==> config.mk <==
export PLATFORM = sky130hd
export DESIGN_NAME = csh_ram
export DESIGN_NICKNAME = d
export VERILOG_FILES = /design/src/hw/rtl/csh_ram.sv
export SDC_FILE = /design/constraint.sdc
export NUM_CORES = 1
export LEC_CHECK = 0
export BUFFER_PORTS_ARGS = -buffer_cell sky130_fd_sc_hd__buf_4
export CORE_UTILIZATION = 45
export CTS_BUF_LIST = sky130_fd_sc_hd__clkbuf_4 sky130_fd_sc_hd__clkbuf_8
export CTS_CLUSTER_SIZE = 30
export DETAILED_ROUTE_END_ITERATION = 8
export HOLD_SLACK_MARGIN = 0.06
export PLACE_DENSITY = 0.7
export SYNTH_ARGS = -nofsm -noshare
export SYNTH_HDL_FRONTEND = slang
export SYNTH_SLANG_ARGS = --single-unit
export TNS_END_PERCENT = 30
==> constraint.sdc <==
create_clock -name clk -period 2.6 [get_ports clk]
set_input_delay 0.52 -clock clk [delete_from_list [all_inputs] [get_ports clk]]
set_output_delay 0.52 -clock clk [all_outputs]
set_load 0.005 [all_outputs]
==> src/hw/rtl/csh_ram.sv <==
// generic single-write, single-read ram with registered read data
`default_nettype none
module csh_ram #(
  parameter int WIDTH = 8,
  parameter int DEPTH = 16
) (
  input  logic                     clk,
  input  logic                     we,
  input  logic [$clog2(DEPTH)-1:0] waddr,
  input  logic [WIDTH-1:0]         wdata,
  input  logic [$clog2(DEPTH)-1:0] raddr,
  output logic [WIDTH-1:0]         rdata
);

  logic [WIDTH-1:0] mem [DEPTH];

  always_ff @(posedge clk) begin
    if (we) begin
      mem[waddr] <= wdata;
    end
    rdata <= mem[raddr];
  end

endmodule
`default_nettype wire

==> impl_metrics.py, run 1 <==
metrics = {
    "outcome": {
        "outcome": "finished clean",
    },
    "global_routing": {
        "overflow": 0,
        "gr-max-usage-layer": "met2",
        "globalRouteMet2Util_pct": 27.3,
        "grt_max_degree": 33,
        "gr-usage-all-layers_pct": 17.1,
        "antenna_found_initial": 0,
        "grt_pass1_wl_um": 13800,
        "grt_use_met1_pct": 22.7,
        "grt_pass1_vias": 2358,
        "globalRouteMet3Util_pct": 4.18,
    },
    "synth": {
        "netlist_area_um2": 5150,
        "syn_avg_cell_area_um2": 22.5,
        "synth.mux.area_fraction_pct": 15.0,
        "yosys_most_used_dff": "edfxtp_1",
        "yosys.area.top_type": "edfxtp_1",
        "synthDistinctLibCells": 19,
        "synth_xor_xnor_area_share_pct": 0,
        "synthTopCellsByArea": "edfxtp_1, mux4_2, mux4_1",
        "synth_top_family_by_area": "multiplexers",
        "synth_commonest_cells": "edfxtp_1, mux4_2, a22oi_1",
        "yosysTopAreaCellShare_pct": 74.7,
        "synth.most_common_cell": "edfxtp_1",
        "ys_seq_area_share_pct": 77.8,
        "synthArstFlopShare_pct": 0,
        "ys_ff_latch": 136,
        "yosys_warnings": 0,
        "synth_fa_ha_area_share_pct": 0,
        "synth-edff-count": 128,
        "synthesis.instances": 229,
        "yosys.area_share.simple_pct": 3.18,
        "synth_compound_area_share_pct": 2.33,
        "syn_nets": 247,
    },
    "timing": {
        "fin_setup_tns_ns": 0,
        "min_period_ns": 1.69,
        "period_share_pct": 65.1,
        "final.setup_skew_ns": 0.0156,
        "tightest_slew_ns": 0.788,
        "rsz0062_at_grt": "false",
        "max_freq_ghz": 0.591,
        "finalSetupViolCount": 0,
        "hold_viol": 0,
        "slew_headroom_pct": 47.3,
        "whs_ns": 0.399,
        "drv_slew": 0,
    },
    "pwr": {
        "ir_drop_mv": 0.299,
        "leakage_nw": 1.99,
        "cellPowerDensity_nw_per_um2": 719,
    },
    "critical_path": {
        "crit_required_ns": 2.91,
        "endpoint_kind": "flop",
        "startpoint_type": "primary input",
        "worstSetupPathType": "in2reg",
        "crit_fanout": 31,
        "cp.arrival_ns": 2.00,
    },
    "detailed_routing": {
        "wl_per_cell_um": 21.2,
        "routed_wirelength_um": 9220,
        "vias_per_cell": 5.51,
        "drc": 0,
        "dr.pass1.iters": 5,
        "drt_iter0_markers": 145,
        "num_vias": 2392,
        "ant_nets": 0,
    },
    "min_path": {
        "hold_path.class": "in2reg",
    },
    "cts": {
        "post-cts-setup-buffers": 0,
        "cts_tree": "done",
        "insertion_delay_ns": 0.43,
        "clock_sinks": 136,
        "clkTransAtPathRegs_ns": 0.08,
        "cts_hold_buffers": 0,
        "ctsRootBufferMaster": "clkbuf_8",
        "cts.htree.levels": 4,
        "numCtsBuffers": 17,
        "cts_resized": 0,
        "clk_path_buf_depth": 2,
    },
    "finish": {
        "area_growth_pct": 15.1,
        "fillCellCount": 818,
        "fin_nets": 299,
        "antenna_cells": 0,
        "drive_above_1_share_pct": 32.0,
    },
    "placement": {
        "dpl.hpwl_um": 5720,
        "io_buffers": 25,
        "gp_congestion": 0.708,
    },
    "die": {
        "num_rows": 38,
        "die_area_um2": 11900,
        "die_w_um": 109,
        "coreArea_um2": 11000,
        "die_h_um": 109,
        "initial_core_util_pct": 46.9,
        "ioPinCount": 26,
    },
    "run": {
        "cap_viol_max_count": 0,
    },
}
layout by cell type (no fill, tap or decap):
cell type   synthesis  layout
edfxtp_1          128     128
buf_4               1      43
mux4_2             18      18
clkbuf_8            0      17
a22oi_1            16      16
mux4_1             14      14
nor2_1             13      13
nand2_1             9       9
dfxtp_1             8       8
inv_6               0       6
nor3_1              4       4
inv_8               0       3
clkinv_4            0       3
nand3b_1            2       2
nand2b_1            2       2
clkinvlp_4          0       2
nor2b_1             1       1
and2_1              1       1
and2b_1             1       1
nand3_1             1       1
or3b_2              1       1
clkinv_2            0       1
layout make-up:
cell class,instances,area (um^2),share of cell area (%)
flip-flops and latches,136,4000,67.6
multi-input cells,83,1060,17.8
repair buffers,43,323,5.45
clock buffers,17,234,3.95
well taps,140,175,2.96
clock inverters,15,133,2.24
critical path: stages:
cell	delay (ns)
buf_4	0.45
mux4_1	0.64
a22oi_1	0.28
nand2_1	0.10
where the power goes:
group	internal (W)	switching [W]
Clock	0.000698	0.000870
Sequential	0.00245	0.0000151
Combinational	0.000108	0.000121
Total	0.00325	0.00101
registers in the layout, indices dropped and copies added (netlist names):
name   count
mem      128
rdata      8
path summary, 6_finish.rpt:
kind,from,to,slack [ns],cells after the start
worst max-delay path,raddr[0],rdata[2],0.91,4
worst min-delay path,wdata[5],mem[3][5],0.40,1
worst max register to register,mem[0][2],rdata[2],1.21,3
worst min register to register,mem[10][3],rdata[3],0.69,3
metal layers:
metal	wire length, um	vias up
met5	0	-
met4	73	0
met3	433	4
met2	4680	65
met1	4040	1246
li1	-	1077
cell families after synthesis:
logic type / count (synthesis)
compound gates: 16
buf+inv: 10
flops: 136
mux: 32
simple gates: 35
through the flow:
stage / cells / instance area [um^2] / worst slack [ns] / util, % / total power (W)
2_1_floorplan: 229 / 5150 / 0.587 / - / 0.00263
3_3_place_gp: 402 / 5560 / 0.456 / 50.6 / 0.00274
3_5_place_dp: 402 / 5560 / 0.465 / 50.6 / 0.00274
4_1_cts: 434 / 5930 / 0.917 / 54.0 / 0.00430
5_1_grt: 434 / 5930 / 0.840 / 54.0 / 0.00440
6_report: 434 / 5930 / 0.907 / 54.0 / 0.00426
(Power assumes the default switching activity.)
==> inputs of run 2 (changes only) <==
clock period = 1.65 ns   (was 2.6 ns; I/O delays follow)
==> impl_metrics.py, run 2 (synthesis gave the netlist of run 1 again) <==
metrics = {
    "cts": {
        "clk_path_buf_depth": 2,
        "post-cts-setup-buffers": 0,
        "ctsRootBufferMaster": "clkbuf_8",
        "clock_sinks": 136,
        "clkTransAtPathRegs_ns": 0.08,
        "cts_hold_buffers": 0,
        "cts.htree.levels": 4,
        "insertion_delay_ns": 0.42,
        "cts_resized": 0,
        "numCtsBuffers": 17,
        "cts_tree": "done",
    },
    "run": {
        "cap_viol_max_count": 0,
    },
    "critical_path": {
        "endpoint_kind": "flop",
        "crit_fanout": 1,
        "r2r_start": "mem[9][3]",
        "crit_chain": "mux4_1, a22oi_1, nand2_1",
        "max_stage_delay_ns": 0.51,
        "worst_r2r_endpoint": "rdata[3]",
        "reg2reg_slack_ns": 0.28,
        "crit_required_ns": 1.94,
        "cp.arrival_ns": 1.67,
        "cp-startpoint": "mem[9][3]",
        "rr_worst_depth": 3,
        "worstSetupPathType": "reg2reg",
        "cp-endpoint": "rdata[3]",
        "startpoint_type": "flop",
        "cp_slowest_cell": "mux4_1",
    },
    "finish": {
        "antenna_cells": 0,
        "largest_register": "mem",
        "top_regs": "mem x128, rdata x8",
        "largest_reg_flops": 128,
        "post-route-util_pct": 55.5,
        "fin_area_um2": 6100,
        "mostFrequentLayoutCells": "edfxtp_1, buf_4, mux4_2",
        "fin_nets": 304,
        "drive_above_1_share_pct": 33.2,
        "final_common_cell": "edfxtp_1",
        "area_growth_pct": 18.4,
    },
    "detailed_routing": {
        "wl_per_cell_um": 21.9,
        "drt_iter0_markers": 122,
        "vias_per_cell": 5.45,
        "ant_nets": 0,
        "drc": 0,
        "num_vias": 2389,
        "dr.pass1.iters": 4,
        "routed_wirelength_um": 9600,
    },
    "pwr": {
        "leakage_nw": 2.07,
        "ir_drop_mv": 0.825,
        "p_int_w": 0.00570,
        "power.total_w": 0.00718,
        "clkPwrFrac_pct": 40.5,
        "seqPwrFrac_pct": 54.1,
        "p_switching_w": 0.00148,
        "combPwrFrac_pct": 5.5,
        "swShare_pct": 20.6,
        "cellPowerDensity_nw_per_um2": 1180,
    },
    "placement": {
        "place_ws_ns": -0.0721,
        "dpl.hpwl_um": 6120,
        "gp_congestion": 0.706,
        "io_buffers": 25,
        "dpl-instance-area_um2": 5660,
    },
    "die": {
        "ioPinCount": 26,
        "die_w_um": 109,
        "die_h_um": 109,
        "initial_core_util_pct": 46.9,
        "num_rows": 38,
        "die_area_um2": 11900,
        "coreArea_um2": 11000,
    },
    "timing": {
        "min_period_ns": 1.37,
        "tightest_slew_ns": 0.722,
        "max_freq_ghz": 0.729,
        "rsz0062_at_grt": "false",
        "hold_viol": 0,
        "slew_headroom_pct": 51.7,
        "setup_slack_ns": 0.278,
        "final.setup_skew_ns": 0.0105,
        "period_share_pct": 83.1,
        "finalSetupViolCount": 0,
        "drv_slew": 0,
        "whs_ns": 0.210,
    },
    "min_path": {
        "holdPathStages": 1,
        "hold_path.class": "in2reg",
    },
    "global_routing": {
        "overflow": 0,
        "grt_pass1_vias": 2422,
        "gr-usage-all-layers_pct": 17.7,
        "grt_pass1_wl_um": 14200,
        "antenna_found_initial": 0,
        "grt_max_degree": 22,
    },
    "outcome": {
        "outcome": "finished clean",
    },
}
## run 2: cell count changes in the layout (fill, tap and decap cells not counted)
| cell | change |
|---|---|
| clkinv_2 | +1 |
| buf_12 | +5 |
| inv_8 | -3 |
| inv_6 | -3 |
| nor3_2 | +1 |
| bufinv_16 | +4 |
| nor3_1 | -1 |
## run 2: final cells by class
cell class	instances	area [um^2]
Clock buffer	17	234
Clock inverter	14	198
Fill cell	813	4890
Multi-Input combinational cell	83	1060
Sequential cell	136	4000
Tap cell	140	175
Timing Repair Buffer	48	423
## run 2: power groups by stage
stage | registers, W | logic (W) | clock network, W
floorplan | 0.00395 | 0.000196 | 0
global placement | 0.00396 | 0.000389 | 0
detailed placement | 0.00396 | 0.000398 | 0
CTS | 0.00388 | 0.000399 | 0.00295
global route | 0.00389 | 0.000423 | 0.00307
finish | 0.00388 | 0.000392 | 0.00291
## run 2: worst max-delay path: cells and delay by family (launching register included)
kind             cells  cell delay [ns]
AO/OA/AOI/OAI        1             0.30
flip-flops           1             0.36
multiplexers         1             0.51
AND/OR/NAND/NOR      1             0.08
## run 2: routing by layer
layer / wire (um) / vias to the layer above / share of wire [%] / GRT usage, %
met5: 0 / - / 0 / 0
met2: 4860 / 63 / 51 / 28.8
met1: 4160 / 1233 / 43 / 23.1
met4: 121 / 0 / 1.3 / 7.24
li1: - / 1083 / - / -
met3: 463 / 10 / 4.8 / 3.77
## run 2: how the worst min path moves through the flow
stage,startpoint,endpoint,slack (ns)
floorplan,wdata[0],mem[0][0],0.43
global placement,wdata[1],mem[12][1],0.63
finish,wdata[4],mem[13][4],0.21
detailed placement,wdata[6],mem[6][6],0.65
CTS,wdata[7],mem[12][7],0.20
global route,wdata[7],mem[15][7],0.21
## run 2: stage by stage
step | setup TNS (ns) | cells
after floorplan | 0 | 229
after global placement | -0.136 | 407
after detailed placement | -0.153 | 407
after CTS | 0 | 438
after global routing | 0 | 438
final | 0 | 438
==> inputs of run 3 (changes only) <==
PLACE_DENSITY = 0.72   (was 0.7)
clock period = 1.15 ns   (was 1.65 ns; I/O delays follow)
==> impl_metrics.py, run 3 (synthesis gave the netlist of run 1 again) <==
metrics = {
    "finish": {
        "antenna_cells": 0,
        "mostFrequentLayoutCells": "edfxtp_1, buf_4, mux4_2",
        "multi_input_area_um2": 1110,
        "final_cells": 449,
        "post-route-util_pct": 57.1,
        "final_common_cell": "edfxtp_1",
        "largest_register": "mem",
        "largest_reg_flops": 128,
        "area_growth_pct": 21.9,
        "regArea_um2": 4010,
        "top_regs": "mem x128, rdata x8",
        "drive_above_1_share_pct": 46.0,
        "fillCellCount": 769,
        "fin_nets": 314,
    },
    "die": {
        "coreArea_um2": 11000,
        "die_w_um": 109,
        "ioPinCount": 26,
        "die_area_um2": 11900,
        "initial_core_util_pct": 46.9,
        "num_rows": 38,
        "die_h_um": 109,
    },
    "critical_path": {
        "startpoint_type": "flop",
        "crit_chain": "mux4_2, a22oi_2, nand2_1",
        "endpoint_kind": "flop",
        "crit_fanout": 1,
        "rr_worst_depth": 3,
        "worst_r2r_endpoint": "rdata[5]",
        "worstSetupPathType": "reg2reg",
        "cp_slowest_cell": "mux4_2",
        "r2r_start": "mem[2][5]",
        "reg2reg_slack_ns": -0.12,
        "cp.arrival_ns": 1.56,
        "max_stage_delay_ns": 0.48,
        "crit_required_ns": 1.44,
    },
    "pwr": {
        "leakage_nw": 2.08,
        "cellPowerDensity_nw_per_um2": 1660,
        "ir_drop_mv": 0.832,
    },
    "timing": {
        "tightest_slew_ns": 0.940,
        "slew_headroom_pct": 37.2,
        "fin_setup_tns_ns": -0.713,
        "setup_slack_ns": -0.116,
        "max_freq_ghz": 0.790,
        "final.setup_skew_ns": 0.00824,
        "hold_viol": 0,
        "finalSetupViolCount": 8,
        "min_period_ns": 1.27,
        "rsz0062_at_grt": "true",
        "drv_slew": 0,
        "period_share_pct": 110,
    },
    "cts": {
        "clock_sinks": 136,
        "cts_tree": "done",
        "numCtsBuffers": 17,
        "cts_hold_buffers": 0,
        "insertion_delay_ns": 0.42,
        "ctsRootBufferMaster": "clkbuf_8",
        "cts.htree.levels": 4,
        "clkTransAtPathRegs_ns": 0.08,
        "post-cts-setup-buffers": 0,
        "clk_path_buf_depth": 2,
    },
    "detailed_routing": {
        "ant_nets": 0,
        "num_vias": 2487,
        "wl_per_cell_um": 21.4,
        "dr.pass1.iters": 4,
        "drt_iter0_markers": 340,
        "drc": 0,
        "routed_wirelength_um": 9610,
        "vias_per_cell": 5.54,
    },
    "global_routing": {
        "gr-usage-all-layers_pct": 18.2,
        "grt_max_degree": 17,
        "grt_pass1_wl_um": 14800,
        "overflow": 0,
        "antenna_found_initial": 0,
        "grt_pass1_vias": 2619,
    },
    "placement": {
        "dpl.hpwl_um": 6620,
        "io_buffers": 25,
        "dp.cells": 417,
        "gp_congestion": 0.704,
    },
    "outcome": {
        "outcome": "complete, but fails checks",
        "violations": "negative setup slack",
    },
    "min_path": {
        "hold_path.class": "in2reg",
        "holdPathEnd": "mem[13][1]",
        "worst_hold_startpoint": "wdata[1]",
        "holdPathStages": 1,
    },
    "run": {
        "cap_viol_max_count": 0,
    },
}
-- run 3: cell count changes in the layout (fill, tap and decap cells not counted), sizes merged --
cell,before,now
clkinvlp,2,6
inv,3,2
clkinv,5,3
buf,48,58
-- run 3: metal layers --
layer	vias up	wire [um]	global-route usage, %
met5	-	0	0
met4	0	140	6.18
met3	8	682	5.38
met2	101	4930	29.4
met1	1288	3860	23.7
li1	1090	-	-
-- run 3: worst max path at each step --
stage               startpoint  cells past startpoint  slack [ns]  endpoint
finish               mem[2][5]                      3       -0.12  rdata[5]
global route         mem[3][4]                      3       -0.17  rdata[4]
detailed placement    raddr[0]                      5       -0.50  rdata[7]
CTS                  mem[2][5]                      3       -0.13  rdata[5]
floorplan             raddr[0]                      5       -0.19  rdata[4]
global placement      raddr[0]                      5       -0.47  rdata[7]
-- run 3: layout make-up --
type | count | area share [%]
clock buffers | 17 | 3.73
well taps | 140 | 2.79
flip-flops and latches | 136 | 63.8
multi-input cells | 83 | 17.7
clock inverters | 15 | 3.21
repair buffers | 58 | 8.73
-- run 3: worst max-delay path, delay by kind of cell, from the launching register on --
family	cells	cell delay, ns
AND/OR/NAND/NOR	1	0.10
flip-flops	1	0.37
multiplexers	1	0.48
AO/OA/AOI/OAI	1	0.20
-- run 3: repair_timing --
item,4_1_cts,5_1_grt
pin swaps,5,1
endpoints found under the hold margin,0,0
resized for setup,11,6
setup endpoints to repair,9,10
-- run 3: per-stage QoR --
stage	setup slack (ns)	power (W)	hold WS, ns	area [um^2]
after floorplan	-0.186	0.00597	0.329	5170
after global placement	-0.468	0.00628	0.528	5790
after detailed placement	-0.496	0.00630	0.545	5790
after CTS	-0.129	0.0105	0.0968	6250
after global routing	-0.168	0.0107	0.0958	6270
final	-0.116	0.0104	0.115	6270
-- run 3: power breakdown --
part           switching [W]  internal [W]  total (W)
Combinational       0.000318      0.000324   0.000642
Sequential         0.0000356       0.00553    0.00557
Clock                0.00181       0.00237    0.00418
Total                0.00217       0.00823     0.0104
